===== config.mk =====
export PLATFORM = sky130hd
export DESIGN_NAME = color_threshold_blob_stats_unit
export DESIGN_NICKNAME = d
export VERILOG_FILES = /design/src/hdl/ctbs_pkg.sv /design/src/hdl/ctbs_regs.sv /design/src/hdl/ctbs_match.sv /design/src/hdl/ctbs_div.sv /design/src/hdl/color_threshold_blob_stats_unit.sv
export VERILOG_INCLUDE_DIRS = /design/src /design/src/hdl
export SDC_FILE = /design/constraint.sdc
export NUM_CORES = 2
export LEC_CHECK = 0
export BUFFER_PORTS_ARGS = -buffer_cell sky130_fd_sc_hd__buf_2
export CAP_MARGIN = 20
export CORE_ASPECT_RATIO = 0.7
export CORE_MARGIN = 1.5
export CORE_UTILIZATION = 41
export CTS_BUF_LIST = sky130_fd_sc_hd__clkbuf_2 sky130_fd_sc_hd__clkbuf_4 sky130_fd_sc_hd__clkbuf_8
export CTS_CLUSTER_SIZE = 8
export DETAILED_ROUTE_END_ITERATION = 8
export GPL_TIMING_DRIVEN = 0
export MAX_ROUTING_LAYER = met4
export PLACE_DENSITY_LB_ADDON = 0.15
export SYNTH_ARGS = -nofsm -noshare
export SYNTH_HDL_FRONTEND = slang
export SYNTH_HIERARCHICAL = 1
export SYNTH_SLANG_ARGS = --single-unit

===== constraint.sdc =====
create_clock -name aclk -period 7.85 [get_ports aclk]
set_input_delay 0.785 -clock aclk [delete_from_list [all_inputs] [get_ports aclk]]
set_output_delay 0.785 -clock aclk [all_outputs]
set_load 0.005 [all_outputs]

===== src/hdl/color_threshold_blob_stats_unit_macros.svh =====
// assertion macros shared by the colour blob statistics modules
`ifndef COLOR_THRESHOLD_BLOB_STATS_UNIT_MACROS_SVH
`define COLOR_THRESHOLD_BLOB_STATS_UNIT_MACROS_SVH

// condition and consequence in the same cycle
`define CTBS_ASSERT_SAME(label, clk, rstn, ante, cons) \
    label: assert property (@(posedge clk) disable iff (!rstn) (ante) |-> (cons)) \
        else $error("ctbs assertion failed");

// consequence in the cycle after the condition
`define CTBS_ASSERT_NEXT(label, clk, rstn, ante, cons) \
    label: assert property (@(posedge clk) disable iff (!rstn) (ante) |=> (cons)) \
        else $error("ctbs assertion failed");

`endif


===== src/hdl/ctbs_pkg.sv =====
// types and constants shared by the colour blob statistics modules
package ctbs_pkg;

    localparam int SAMPLE_W      = 8;
    localparam int CNT_W         = 21;
    localparam int PROD_W        = 31;
    localparam int COORD_FIELD_W = 10;
    localparam int DENS_W        = 16;
    localparam int S_TDATA_W     = 48;
    localparam int M_TDATA_W     = 104;
    localparam int PADDR_W       = 5;
    localparam int PDATA_W       = 32;

    localparam logic [CNT_W-1:0]  COUNT_MAX     = {CNT_W{1'b1}};
    localparam logic [9:0]        DENSITY_SCALE = 10'd1000;
    localparam logic [DENS_W-1:0] DENSITY_MAX   = {DENS_W{1'b1}};

    // channel select codes
    localparam logic [1:0] CH_SEL_C0  = 2'd0;
    localparam logic [1:0] CH_SEL_C1  = 2'd1;
    localparam logic [1:0] CH_SEL_C2  = 2'd2;
    localparam logic [1:0] CH_SEL_ALL = 2'd3;

    typedef enum logic [2:0] {
        REG_LOW_C0,
        REG_HIGH_C0,
        REG_LOW_C1,
        REG_HIGH_C1,
        REG_LOW_C2,
        REG_HIGH_C2,
        REG_CHAN_SEL,
        REG_INVERT
    } reg_idx_t;

    typedef struct packed {
        logic [2:0][SAMPLE_W-1:0] low_bound;
        logic [2:0][SAMPLE_W-1:0] high_bound;
        logic [1:0]               chan_sel;
        logic                     invert;
    } cfg_t;

    typedef struct packed {
        logic busy;
        logic done;
    } div_stat_t;

    typedef enum logic [3:0] {
        ST_IDLE,
        ST_ACC,
        ST_MUL,
        ST_DENS,
        ST_DENS_WAIT,
        ST_CCOL,
        ST_CCOL_WAIT,
        ST_CROW,
        ST_CROW_WAIT,
        ST_HOLD
    } state_t;

endpackage


===== src/hdl/ctbs_regs.sv =====
// configuration register file behind the apb port
module ctbs_regs (
    input  logic                          aclk,
    input  logic                          aresetn,
    input  logic                          psel,
    input  logic                          penable,
    input  logic                          pwrite,
    input  logic [ctbs_pkg::PADDR_W-1:0]  paddr,
    input  logic [ctbs_pkg::PDATA_W-1:0]  pwdata,
    output logic [ctbs_pkg::PDATA_W-1:0]  prdata,
    output logic                          pready,
    output ctbs_pkg::cfg_t                cfg
);

    ctbs_pkg::cfg_t     cfg_reg;
    ctbs_pkg::cfg_t     cfg_next;
    ctbs_pkg::reg_idx_t idx;
    logic               wr_en;

    assign idx    = ctbs_pkg::reg_idx_t'(paddr[4:2]);
    assign wr_en  = psel && penable && pwrite;
    assign pready = 1'b1;
    assign cfg    = cfg_reg;

    always_comb begin
        cfg_next = cfg_reg;
        if (wr_en) begin
            case (idx)
                ctbs_pkg::REG_LOW_C0:   cfg_next.low_bound[0]  = pwdata[7:0];
                ctbs_pkg::REG_HIGH_C0:  cfg_next.high_bound[0] = pwdata[7:0];
                ctbs_pkg::REG_LOW_C1:   cfg_next.low_bound[1]  = pwdata[7:0];
                ctbs_pkg::REG_HIGH_C1:  cfg_next.high_bound[1] = pwdata[7:0];
                ctbs_pkg::REG_LOW_C2:   cfg_next.low_bound[2]  = pwdata[7:0];
                ctbs_pkg::REG_HIGH_C2:  cfg_next.high_bound[2] = pwdata[7:0];
                ctbs_pkg::REG_CHAN_SEL: cfg_next.chan_sel      = pwdata[1:0];
                ctbs_pkg::REG_INVERT:   cfg_next.invert        = pwdata[0];
                default:                cfg_next = cfg_reg;
            endcase
        end
    end

    always_ff @(posedge aclk) begin
        if (!aresetn) begin
            cfg_reg.low_bound  <= '0;
            cfg_reg.high_bound <= '1;
            cfg_reg.chan_sel   <= ctbs_pkg::CH_SEL_ALL;
            cfg_reg.invert     <= 1'b0;
        end else begin
            cfg_reg <= cfg_next;
        end
    end

    always_comb begin
        case (idx)
            ctbs_pkg::REG_LOW_C0:   prdata = ctbs_pkg::PDATA_W'(cfg_reg.low_bound[0]);
            ctbs_pkg::REG_HIGH_C0:  prdata = ctbs_pkg::PDATA_W'(cfg_reg.high_bound[0]);
            ctbs_pkg::REG_LOW_C1:   prdata = ctbs_pkg::PDATA_W'(cfg_reg.low_bound[1]);
            ctbs_pkg::REG_HIGH_C1:  prdata = ctbs_pkg::PDATA_W'(cfg_reg.high_bound[1]);
            ctbs_pkg::REG_LOW_C2:   prdata = ctbs_pkg::PDATA_W'(cfg_reg.low_bound[2]);
            ctbs_pkg::REG_HIGH_C2:  prdata = ctbs_pkg::PDATA_W'(cfg_reg.high_bound[2]);
            ctbs_pkg::REG_CHAN_SEL: prdata = ctbs_pkg::PDATA_W'(cfg_reg.chan_sel);
            ctbs_pkg::REG_INVERT:   prdata = ctbs_pkg::PDATA_W'(cfg_reg.invert);
            default:                prdata = '0;
        endcase
    end

endmodule


===== src/hdl/ctbs_match.sv =====
// per-pixel colour window test and bound sanity check
module ctbs_match (
    input  ctbs_pkg::cfg_t                 cfg,
    input  logic [ctbs_pkg::SAMPLE_W-1:0]  sample_a,
    input  logic [ctbs_pkg::SAMPLE_W-1:0]  sample_b,
    input  logic [ctbs_pkg::SAMPLE_W-1:0]  sample_c,
    output logic                           pix_hit,
    output logic                           bounds_ok
);

    logic [2:0]                    in_win;
    logic [ctbs_pkg::SAMPLE_W-1:0] sel_lo;
    logic [ctbs_pkg::SAMPLE_W-1:0] sel_hi;
    logic                          single_hit;
    logic                          raw_hit;

    assign in_win[0] = (sample_a >= cfg.low_bound[0]) && (sample_a <= cfg.high_bound[0]);
    assign in_win[1] = (sample_b >= cfg.low_bound[1]) && (sample_b <= cfg.high_bound[1]);
    assign in_win[2] = (sample_c >= cfg.low_bound[2]) && (sample_c <= cfg.high_bound[2]);

    // single-channel mode tests sample_a against the chosen channel's window
    always_comb begin
        case (cfg.chan_sel)
            ctbs_pkg::CH_SEL_C0: begin
                sel_lo = cfg.low_bound[0];
                sel_hi = cfg.high_bound[0];
            end
            ctbs_pkg::CH_SEL_C1: begin
                sel_lo = cfg.low_bound[1];
                sel_hi = cfg.high_bound[1];
            end
            ctbs_pkg::CH_SEL_C2: begin
                sel_lo = cfg.low_bound[2];
                sel_hi = cfg.high_bound[2];
            end
            default: begin
                sel_lo = cfg.low_bound[0];
                sel_hi = cfg.high_bound[0];
            end
        endcase
    end

    assign single_hit = (sample_a >= sel_lo) && (sample_a <= sel_hi);
    assign raw_hit    = (cfg.chan_sel == ctbs_pkg::CH_SEL_ALL) ? (&in_win) : single_hit;
    assign pix_hit    = raw_hit ^ cfg.invert;

    assign bounds_ok = (cfg.low_bound[0] <= cfg.high_bound[0]) &&
                       (cfg.low_bound[1] <= cfg.high_bound[1]) &&
                       (cfg.low_bound[2] <= cfg.high_bound[2]);

endmodule


===== src/hdl/ctbs_div.sv =====
// shared restoring divider, one quotient bit per cycle
`include "color_threshold_blob_stats_unit_macros.svh"

module ctbs_div #(
    parameter int DW = 31,
    parameter int VW = 21
) (
    input  logic                aclk,
    input  logic                aresetn,
    input  logic                start,
    input  logic [DW-1:0]       dividend,
    input  logic [VW-1:0]       divisor,
    output logic [DW-1:0]       quotient,
    output ctbs_pkg::div_stat_t stat
);

    localparam int CNT_W = $clog2(DW + 1);

    logic [VW-1:0]    rem_reg;
    logic [VW-1:0]    rem_next;
    logic [DW-1:0]    quo_reg;
    logic [DW-1:0]    quo_next;
    logic [VW-1:0]    dsr_reg;
    logic [CNT_W-1:0] cnt_reg;
    logic [CNT_W-1:0] cnt_next;
    logic             busy_reg;
    logic             busy_next;
    logic             done_reg;
    logic             done_next;
    logic [VW:0]      trial;
    logic [VW:0]      diff;
    logic             fits;
    logic             last_step;

    assign trial     = {rem_reg, quo_reg[DW-1]};
    assign diff      = trial - {1'b0, dsr_reg};
    assign fits      = trial >= {1'b0, dsr_reg};
    assign last_step = busy_reg && (cnt_reg == CNT_W'(1));

    always_comb begin
        rem_next  = rem_reg;
        quo_next  = quo_reg;
        cnt_next  = cnt_reg;
        busy_next = busy_reg;
        done_next = 1'b0;
        if (start) begin
            rem_next  = '0;
            quo_next  = dividend;
            cnt_next  = CNT_W'(DW);
            busy_next = 1'b1;
        end else if (busy_reg) begin
            // remainder stays below the divisor, so it fits in VW bits
            rem_next  = fits ? diff[VW-1:0] : trial[VW-1:0];
            quo_next  = {quo_reg[DW-2:0], fits};
            cnt_next  = cnt_reg - CNT_W'(1);
            busy_next = !last_step;
            done_next = last_step;
        end
    end

    always_ff @(posedge aclk) begin
        if (!aresetn) begin
            cnt_reg  <= '0;
            busy_reg <= 1'b0;
            done_reg <= 1'b0;
        end else begin
            cnt_reg  <= cnt_next;
            busy_reg <= busy_next;
            done_reg <= done_next;
        end
    end

    always_ff @(posedge aclk) begin
        rem_reg <= rem_next;
        quo_reg <= quo_next;
        if (start) begin
            dsr_reg <= divisor;
        end
    end

    assign quotient  = quo_reg;
    assign stat.busy = busy_reg;
    assign stat.done = done_reg;

    `CTBS_ASSERT_NEXT(a_div_start_busy, aclk, aresetn, start, busy_reg)
    `CTBS_ASSERT_NEXT(a_div_finish, aclk, aresetn, last_step && !start, done_reg && !busy_reg)
    `CTBS_ASSERT_SAME(a_div_done_idle, aclk, aresetn, done_reg, !busy_reg)

endmodule


===== src/hdl/color_threshold_blob_stats_unit.sv =====
// colour threshold blob statistics: top level with accumulators and sequencer
//
//  channel   | direction | beat contents
//  ----------+-----------+---------------------------------------------------
//  s_ axis   | in        | one pixel: three samples, column, row; tlast ends frame
//  m_ axis   | out       | one frame result: count, box, centroid, density
//  apb       | in/out    | window bounds, channel select, invert
//
// each pixel goes through capture, then window test and accumulator update.
// after the frame's last pixel, the shared one-bit-per-cycle divider forms density,
// centre column and centre row in turn; a flat box skips the density division, and
// an empty frame or bad bounds skip all three.
// s_tready is low during that sequence and while a finished result waits for
// an earlier one still held in the output register.
// reset is synchronous, active low, and clears control state and accumulators.
`include "color_threshold_blob_stats_unit_macros.svh"

module color_threshold_blob_stats_unit #(
    parameter int COORD_BITS = 10
) (
    input  logic                            aclk,
    input  logic                            aresetn,
    input  logic                            s_tvalid,
    output logic                            s_tready,
    // sample_a, sample_b, sample_c, col, row_pos from bit 0 up, zero padded
    input  logic [ctbs_pkg::S_TDATA_W-1:0]  s_tdata,
    input  logic                            s_tlast,
    output logic                            m_tvalid,
    input  logic                            m_tready,
    // match_count, box_left, box_top, box_right, box_bottom, center_col,
    // center_row, fill_density from bit 0 up, zero padded
    output logic [ctbs_pkg::M_TDATA_W-1:0]  m_tdata,
    // bounds_ok
    output logic                            m_tuser,
    input  logic                            psel,
    input  logic                            penable,
    input  logic                            pwrite,
    input  logic [ctbs_pkg::PADDR_W-1:0]    paddr,
    input  logic [ctbs_pkg::PDATA_W-1:0]    pwdata,
    output logic [ctbs_pkg::PDATA_W-1:0]    prdata,
    output logic                            pready
);

    localparam int CW     = COORD_BITS;
    localparam int CNT_W  = ctbs_pkg::CNT_W;
    localparam int SUM_W  = CNT_W + CW;
    localparam int SPAN_W = 2 * CW;
    localparam int PROD_W = ctbs_pkg::PROD_W;
    localparam int DIV_DW = (SUM_W > PROD_W) ? SUM_W : PROD_W;
    localparam int DIV_VW = (SPAN_W > CNT_W) ? SPAN_W : CNT_W;
    localparam int FW     = ctbs_pkg::COORD_FIELD_W;
    localparam int EXT_W  = (CW > FW) ? CW : FW;

    ctbs_pkg::state_t    state_reg;
    ctbs_pkg::state_t    state_next;
    ctbs_pkg::cfg_t      cfg;
    ctbs_pkg::div_stat_t div_stat;

    // captured pixel
    logic [7:0]    pix_a_reg;
    logic [7:0]    pix_b_reg;
    logic [7:0]    pix_c_reg;
    logic [CW-1:0] x_reg;
    logic [CW-1:0] y_reg;
    logic          last_reg;
    logic [EXT_W-1:0] col_ext;
    logic [EXT_W-1:0] row_ext;

    // accumulators
    logic [CNT_W-1:0] hit_total_reg;
    logic [CW-1:0]    min_col_reg;
    logic [CW-1:0]    min_row_reg;
    logic [CW-1:0]    max_col_reg;
    logic [CW-1:0]    max_row_reg;
    logic [SUM_W-1:0] col_sum_reg;
    logic [SUM_W-1:0] row_sum_reg;

    // frame-end working registers
    logic              bok_reg;
    logic [SPAN_W-1:0] span_reg;
    logic [PROD_W-1:0] prod_reg;
    logic [ctbs_pkg::DENS_W-1:0] dens_res_reg;
    logic [CW-1:0]     ccol_res_reg;
    logic [CW-1:0]     crow_res_reg;

    logic m_tvalid_reg;
    logic m_tuser_reg;
    logic [ctbs_pkg::M_TDATA_W-1:0] m_tdata_reg;
    logic [ctbs_pkg::M_TDATA_W-1:0] m_tdata_next;

    logic               pix_hit;
    logic               bounds_ok;
    logic               acc_upd;
    logic               out_load;
    logic               div_start;
    logic [DIV_DW-1:0]  div_dividend;
    logic [DIV_VW-1:0]  div_divisor;
    logic [DIV_DW-1:0]  div_quo;
    logic [ctbs_pkg::DENS_W-1:0] dens_sat;
    logic               any_hit;

    ctbs_regs u_regs (
        .aclk    (aclk),
        .aresetn (aresetn),
        .psel    (psel),
        .penable (penable),
        .pwrite  (pwrite),
        .paddr   (paddr),
        .pwdata  (pwdata),
        .prdata  (prdata),
        .pready  (pready),
        .cfg     (cfg)
    );

    ctbs_match u_match (
        .cfg       (cfg),
        .sample_a  (pix_a_reg),
        .sample_b  (pix_b_reg),
        .sample_c  (pix_c_reg),
        .pix_hit   (pix_hit),
        .bounds_ok (bounds_ok)
    );

    ctbs_div #(
        .DW (DIV_DW),
        .VW (DIV_VW)
    ) u_div (
        .aclk     (aclk),
        .aresetn  (aresetn),
        .start    (div_start),
        .dividend (div_dividend),
        .divisor  (div_divisor),
        .quotient (div_quo),
        .stat     (div_stat)
    );

    // ---------------- sequencer ----------------

    always_comb begin
        state_next = state_reg;
        case (state_reg)
            ctbs_pkg::ST_IDLE: begin
                if (s_tvalid) begin
                    state_next = ctbs_pkg::ST_ACC;
                end
            end
            ctbs_pkg::ST_ACC: begin
                state_next = last_reg ? ctbs_pkg::ST_MUL : ctbs_pkg::ST_IDLE;
            end
            ctbs_pkg::ST_MUL: begin
                if (!bounds_ok || (hit_total_reg == '0)) begin
                    state_next = ctbs_pkg::ST_HOLD;
                end else begin
                    state_next = ctbs_pkg::ST_DENS;
                end
            end
            ctbs_pkg::ST_DENS: begin
                // a flat box leaves density at zero
                state_next = (span_reg == '0) ? ctbs_pkg::ST_CCOL : ctbs_pkg::ST_DENS_WAIT;
            end
            ctbs_pkg::ST_DENS_WAIT: begin
                if (div_stat.done) begin
                    state_next = ctbs_pkg::ST_CCOL;
                end
            end
            ctbs_pkg::ST_CCOL: begin
                state_next = ctbs_pkg::ST_CCOL_WAIT;
            end
            ctbs_pkg::ST_CCOL_WAIT: begin
                if (div_stat.done) begin
                    state_next = ctbs_pkg::ST_CROW;
                end
            end
            ctbs_pkg::ST_CROW: begin
                state_next = ctbs_pkg::ST_CROW_WAIT;
            end
            ctbs_pkg::ST_CROW_WAIT: begin
                if (div_stat.done) begin
                    state_next = ctbs_pkg::ST_HOLD;
                end
            end
            ctbs_pkg::ST_HOLD: begin
                if (!m_tvalid_reg || m_tready) begin
                    state_next = ctbs_pkg::ST_IDLE;
                end
            end
            default: state_next = ctbs_pkg::ST_IDLE;
        endcase
    end

    always_comb begin
        s_tready     = 1'b0;
        div_start    = 1'b0;
        div_dividend = '0;
        div_divisor  = '0;
        out_load     = 1'b0;
        case (state_reg)
            ctbs_pkg::ST_IDLE: begin
                s_tready = 1'b1;
            end
            ctbs_pkg::ST_DENS: begin
                div_start    = (span_reg != '0);
                div_dividend = DIV_DW'(prod_reg);
                div_divisor  = DIV_VW'(span_reg);
            end
            ctbs_pkg::ST_CCOL: begin
                div_start    = 1'b1;
                div_dividend = DIV_DW'(col_sum_reg);
                div_divisor  = DIV_VW'(hit_total_reg);
            end
            ctbs_pkg::ST_CROW: begin
                div_start    = 1'b1;
                div_dividend = DIV_DW'(row_sum_reg);
                div_divisor  = DIV_VW'(hit_total_reg);
            end
            ctbs_pkg::ST_HOLD: begin
                out_load = !m_tvalid_reg || m_tready;
            end
            default: begin
                s_tready = 1'b0;
            end
        endcase
    end

    always_ff @(posedge aclk) begin
        if (!aresetn) begin
            state_reg <= ctbs_pkg::ST_IDLE;
        end else begin
            state_reg <= state_next;
        end
    end

    // ---------------- pixel capture and accumulation ----------------

    assign col_ext = EXT_W'(s_tdata[33:24]);
    assign row_ext = EXT_W'(s_tdata[43:34]);

    always_ff @(posedge aclk) begin
        if (s_tvalid && s_tready) begin
            pix_a_reg <= s_tdata[7:0];
            pix_b_reg <= s_tdata[15:8];
            pix_c_reg <= s_tdata[23:16];
            x_reg     <= col_ext[CW-1:0];
            y_reg     <= row_ext[CW-1:0];
            last_reg  <= s_tlast;
        end
    end

    // the count saturates: matches past the maximum leave everything alone
    assign acc_upd = (state_reg == ctbs_pkg::ST_ACC) && pix_hit &&
                     (hit_total_reg != ctbs_pkg::COUNT_MAX);

    always_ff @(posedge aclk) begin
        if (!aresetn || out_load) begin
            hit_total_reg <= '0;
            min_col_reg   <= '1;
            min_row_reg   <= '1;
            max_col_reg   <= '0;
            max_row_reg   <= '0;
            col_sum_reg   <= '0;
            row_sum_reg   <= '0;
        end else if (acc_upd) begin
            hit_total_reg <= hit_total_reg + CNT_W'(1);
            if (x_reg < min_col_reg) min_col_reg <= x_reg;
            if (y_reg < min_row_reg) min_row_reg <= y_reg;
            if (x_reg > max_col_reg) max_col_reg <= x_reg;
            if (y_reg > max_row_reg) max_row_reg <= y_reg;
            col_sum_reg <= col_sum_reg + SUM_W'(x_reg);
            row_sum_reg <= row_sum_reg + SUM_W'(y_reg);
        end
    end

    // ---------------- frame-end arithmetic ----------------

    assign dens_sat = (div_quo > DIV_DW'(ctbs_pkg::DENSITY_MAX)) ?
                      ctbs_pkg::DENSITY_MAX : div_quo[ctbs_pkg::DENS_W-1:0];

    always_ff @(posedge aclk) begin
        if (state_reg == ctbs_pkg::ST_MUL) begin
            bok_reg      <= bounds_ok;
            span_reg     <= SPAN_W'(max_col_reg - min_col_reg) *
                            SPAN_W'(max_row_reg - min_row_reg);
            prod_reg     <= PROD_W'(hit_total_reg) * PROD_W'(ctbs_pkg::DENSITY_SCALE);
            dens_res_reg <= '0;
            ccol_res_reg <= '0;
            crow_res_reg <= '0;
        end
        if ((state_reg == ctbs_pkg::ST_DENS_WAIT) && div_stat.done) begin
            dens_res_reg <= dens_sat;
        end
        if ((state_reg == ctbs_pkg::ST_CCOL_WAIT) && div_stat.done) begin
            ccol_res_reg <= div_quo[CW-1:0];
        end
        if ((state_reg == ctbs_pkg::ST_CROW_WAIT) && div_stat.done) begin
            crow_res_reg <= div_quo[CW-1:0];
        end
    end

    // ---------------- result register ----------------

    assign any_hit = bok_reg && (hit_total_reg != '0);

    always_comb begin
        logic [EXT_W-1:0] l_ext;
        logic [EXT_W-1:0] t_ext;
        logic [EXT_W-1:0] r_ext;
        logic [EXT_W-1:0] b_ext;
        logic [EXT_W-1:0] cc_ext;
        logic [EXT_W-1:0] cr_ext;
        l_ext  = EXT_W'(min_col_reg);
        t_ext  = EXT_W'(min_row_reg);
        r_ext  = EXT_W'(max_col_reg);
        b_ext  = EXT_W'(max_row_reg);
        cc_ext = EXT_W'(ccol_res_reg);
        cr_ext = EXT_W'(crow_res_reg);
        m_tdata_next = '0;
        if (bok_reg) begin
            m_tdata_next[20:0] = hit_total_reg;
        end
        if (any_hit) begin
            m_tdata_next[30:21] = l_ext[FW-1:0];
            m_tdata_next[40:31] = t_ext[FW-1:0];
            m_tdata_next[50:41] = r_ext[FW-1:0];
            m_tdata_next[60:51] = b_ext[FW-1:0];
            m_tdata_next[70:61] = cc_ext[FW-1:0];
            m_tdata_next[80:71] = cr_ext[FW-1:0];
            m_tdata_next[96:81] = dens_res_reg;
        end
    end

    always_ff @(posedge aclk) begin
        if (!aresetn) begin
            m_tvalid_reg <= 1'b0;
        end else if (out_load) begin
            m_tvalid_reg <= 1'b1;
        end else if (m_tready) begin
            m_tvalid_reg <= 1'b0;
        end
    end

    always_ff @(posedge aclk) begin
        if (out_load) begin
            m_tdata_reg <= m_tdata_next;
            m_tuser_reg <= bok_reg;
        end
    end

    assign m_tvalid = m_tvalid_reg;
    assign m_tdata  = m_tdata_reg;
    assign m_tuser  = m_tuser_reg;

    `CTBS_ASSERT_NEXT(a_accept_goes_acc, aclk, aresetn, s_tvalid && s_tready, state_reg == ctbs_pkg::ST_ACC)
    `CTBS_ASSERT_SAME(a_start_when_free, aclk, aresetn, div_start, !div_stat.busy)
    `CTBS_ASSERT_SAME(a_bad_bounds_zero, aclk, aresetn, m_tvalid && !m_tuser, m_tdata == '0)
    `CTBS_ASSERT_SAME(a_no_hit_zero, aclk, aresetn, m_tvalid && (m_tdata[20:0] == '0), m_tdata[96:21] == '0)

endmodule

[Word level (Yosys, flattened, before mapping)]
Index checks and enable logic that the tools add are counted.
Storage, ports and cells
  flip-flop bits (word level): 487
  latch bits: 0
  RAM bits: 0
  ROM bits: 0
  bits of input ports: 93
  output and inout bits: 140
  logic and storage cells: 176
  memories kept: 0
Cells by class
  add/sub/neg operators: 7
  multiply operators: 2
  div/mod/pow operators: 0
  magnitude comparators: 17
  equal/unequal tests: 26
  shift operators: 0
  multiplexer cells: 33
  bitwise logic cells: 3
  reduce and logical (&&, ||, !) cells: 50
Operators by type and width (number)
  $pmux W32 S8: 1
  $pmux W31 S3: 1
  $add A31 B10 Y31: 2
  $mux W31: 2
  $le A8 B8 Y1: 7
  $mux W16: 3
  $pmux W21 S2: 1
  $pmux W4 S10: 1
  $ge A8 B8 Y1: 4
  $pmux W8 S2: 2
  $gt A31 B16 Y1 const B: 1
  $mux W10: 3
  $mul A21 B7 Y28 const B: 1
  $mux W4: 6
  $reduce_and A2 Y1: 12
  $ge A22 B21 Y1: 1
  $sub A10 B10 Y11: 2
  $add A21 B1 Y21 const B: 1
  $logic_not A21 Y1: 1
  $mux W21: 1
  $ne A21 B21 Y1 const B: 1
  $reduce_bool A21 Y1: 1
  $sub A21 B21 Y21: 1
  $gt A10 B10 Y1: 2
  33 further kinds: 80

[Depth between registers and ports, before layout]
  depth after elaboration: 9
  gate-level depth with buffers: 30
  gate-level depth less buffers: 29

[By module]
The synthesis kept the hierarchy.
By module, submodules not included
  color_threshold_blob_stats_unit: instances 1, cells an instance 2310, area each 24332.1 µm²
  ctbs_div: instances 1, cells an instance 411, area each 4345.4 µm²
  ctbs_regs: instances 1, cells an instance 334, area each 2568.7 µm²
  ctbs_match: instances 1, cells an instance 318, area each 2368.5 µm²

[Worst setup path before layout]
Ideal clock, no wire load.
  kind: register -> register
  from: reg max_row_reg[0]
  to: reg span_reg[19] (data pin)
  library setup time: 0.260 ns
  data arrival time: 6.702 ns
  required time: 7.590 ns
  path slack: 0.888 ns
  stages on the path, launching flop included: 27
  buffers on the path: 1
  period minus slack after synthesis: 6.962 ns
  path through: dfxtp_1 -> inv_1 -> ha_1 -> inv_1 -> fa_1 -> a21o_1 -> a22o_1 -> o41ai_1 -> xor2_1 -> clkbuf_1 -> nand2b_1 -> fa_1 -> fa_1 -> inv_1 -> fa_1 -> inv_1 -> fa_1 -> fa_1 -> inv_1 -> ha_1 -> or4_1 -> a31oi_1 -> a21oi_1 -> a41oi_1 -> a21oi_1 -> xnor2_1 -> xnor2_1
Between the ends
  cells in the longest elaborated chain, start to end: 2
RTL lines
  start, declared: line color_threshold_blob_stats_unit.sv:74  | logic [CW-1:0] max_row_reg;
  start signal, assigned: line color_threshold_blob_stats_unit.sv:267  | if (y_reg > max_row_reg) max_row_reg <= y_reg;
  $sub A10 B10 Y11: line color_threshold_blob_stats_unit.sv:282  | SPAN_W'(max_row_reg - min_row_reg);
  $mul A11 B11 Y20: line color_threshold_blob_stats_unit.sv:281  | span_reg <= SPAN_W'(max_col_reg - min_col_reg) *
  end signal, assigned: line color_threshold_blob_stats_unit.sv:281
  end, declared: line color_threshold_blob_stats_unit.sv:80  | logic [SPAN_W-1:0] span_reg;
Every way passes these cells.
A chain may end at the register's enable or synchronous reset.

[Worst setup path in the final report]
Same ends and word-level chain as after synthesis.

==> metrics <==
outcome complete, no violations; WL final approximately 100000 microns; all-layer global routing usage 24.7%; area of the mapped netlist 0.0336 sq mm; clock skew 40.0 ps; initial antenna violation count 11; Setup CP Type flop to flop; Iter 0 DRT Violations 2858; Max-cap violations 0; largest net degree at the start of global routing 60; synth warn 6; Rows 87; synthesis-to-finish area growth 13.0%; Max clock buf depth 3; I/O pins 233; hold buffer count at CTS 0; Critical Path RT about 8300 ps; routability-driven placement congestion ratio between 0.9 and 1; startpoint types flop; CP max FO 10; post-DP HPWL 79300 microns; vias per cell 5.42; Cell Area, Placed 0.0361 sq mm; post-layout min period 7510 ps; # clock sinks 487; die height 243 microns; Port Buffers 170; Via Count 26100; grt total ovfl 0; Int Pwr between 5000 and 6000 uW; CTS tree done; Final Util 47.0%; Fin. Hold Viols 0; Sw Ratio 37.0%; Num CTS Buffers 84; synthesized instance count 3372; CP arrival about 8000 ps; CTS clock-pin slew for the worst setup and hold paths approximately 60 ps; # DRC 0; Max IR drop VDD roughly 850 uV; WL/cell between 20 and 25 microns; share of the cycle needed by the critical path after routing 95.6%; Tot Pwr between 9000 and 10000 uW; H-Tree Depth 3; setup violators final 0; CORE AREA 0.0809 sq mm; antenna viol nets, final 0; slew margin rel. between 20% and 30%; Peak Freq 133 MHz; DR pass1 iterations 9; first-pass GRT wire length 153000 microns; CP endpoint kind flop; cell area after layout 0.0380 sq mm; clock tree root buffer cell clkbuf_8; die area 0.0837 sq mm; number of flip-flops in the largest register 97; clk_lat worst skew around 700 ps; sequential share of power 33.1%; # nets final 4260; worst slew pin tran 1100 ps; leakage 0.0165 uW; pwr dens 244 mW/mm^2; layout cell share with drive strength beyond 1 between 10% and 20%; number of global-route vias before repair 24700; final slew viol count 0; combinational share of power 39.9%; Sw Pwr 3430 uW; die width between 300 and 400 microns; Syn Area/Cell 9.97 sq um; initial core utilization around two fifths; Hold Crit Class input pin to flop; part of the power in the clock network 26.9%
==> final timing paths <==
kind	from	to	slack [ps]	cells past startpoint
hold / removal	s_tdata[22]	pix_c_reg[6]	250	1
setup reg to reg	max_row_reg[0]	span_reg[19]	340	27
setup / recovery	max_row_reg[0]	span_reg[19]	340	27
hold reg to reg	col_sum_reg[2]	col_sum_reg[2]	480	2
==> repair_timing <==
action,CTS,global route
buffers inserted,0,4
pin swaps,0,3
gates resized for setup,3,17
setup endpoints to repair,2,2
==> final cells by class <==
cell class                      count  area [sq um]
Sequential cell                   487         12600
Multi-Input combinational cell   2386         19100
Inverter                          371          1400
Buffer                            157           771
Fill cell                        7776         42900
Clock buffer                      134          1620
Timing Repair Buffer              185          1020
Clock inverter                     23           193
Antenna cell                        3          7.51
Tap cell                         1068          1340
==> metal layers <==
metal / track usage [%] / up-vias / share of wire, %
met3: 4.71 / 118 / 8.5
met1: 38.7 / 12700 / 51
li1: - / 12300 / -
met4: 5.69 / 0 / 1.8
met5: - / - / 0
met2: 32.0 / 939 / 39
==> critical path, cell delays in order, from the launching register on <==
cell	delay, ps
dfxtp_1	380
inv_1	80
ha_1	150
inv_1	50
fa_1	430
a21o_1	220
a22o_1	250
o41ai_4	280
buf_4	190
xor2_2	270
buf_6	200
nand2b_1	130
fa_1	450
fa_1	540
inv_1	50
fa_1	530
inv_1	60
fa_1	500
fa_1	550
inv_1	40
ha_1	360
or4_1	500
a31oi_1	170
a21oi_1	100
a41oi_2	280
a21oi_1	160
xnor2_1	210
xnor2_1	100
==> power groups by stage <==
stage | clock network (uW) | registers, uW | logic, uW
after CTS | 2550 | 3060 | 3690
after floorplan | 0 | 3040 | 2780
final | 2500 | 3070 | 3700
after detailed placement | 0 | 3120 | 3670
after global placement | 0 | 3120 | 3660
after global routing | 2670 | 3080 | 4200
==> layout by cell type (no fill, tap or decap), types with 131 or more instances in the layout <==
master	instances
inv_1	369
ha_1	309
nand2_1	285
edfxtp_1	280
nor2_1	256
dfxtp_1	206
fa_1	186
buf_2	182
a21oi_1	181
and2_1	131
==> stage by stage <==
step                setup WS [ps]  hold WS [ps]  instances  TNS, ps
floorplan                     888           445       3401        0
global placement             -127           466       4639     -127
detailed placement           -206           473       4650     -206
CTS                          26.3           185       4807        0
global route                -2.87           202       4814    -2.87
finish                        345           248       4814        0
No activity file was read; power rests on OpenSTA's default activity.
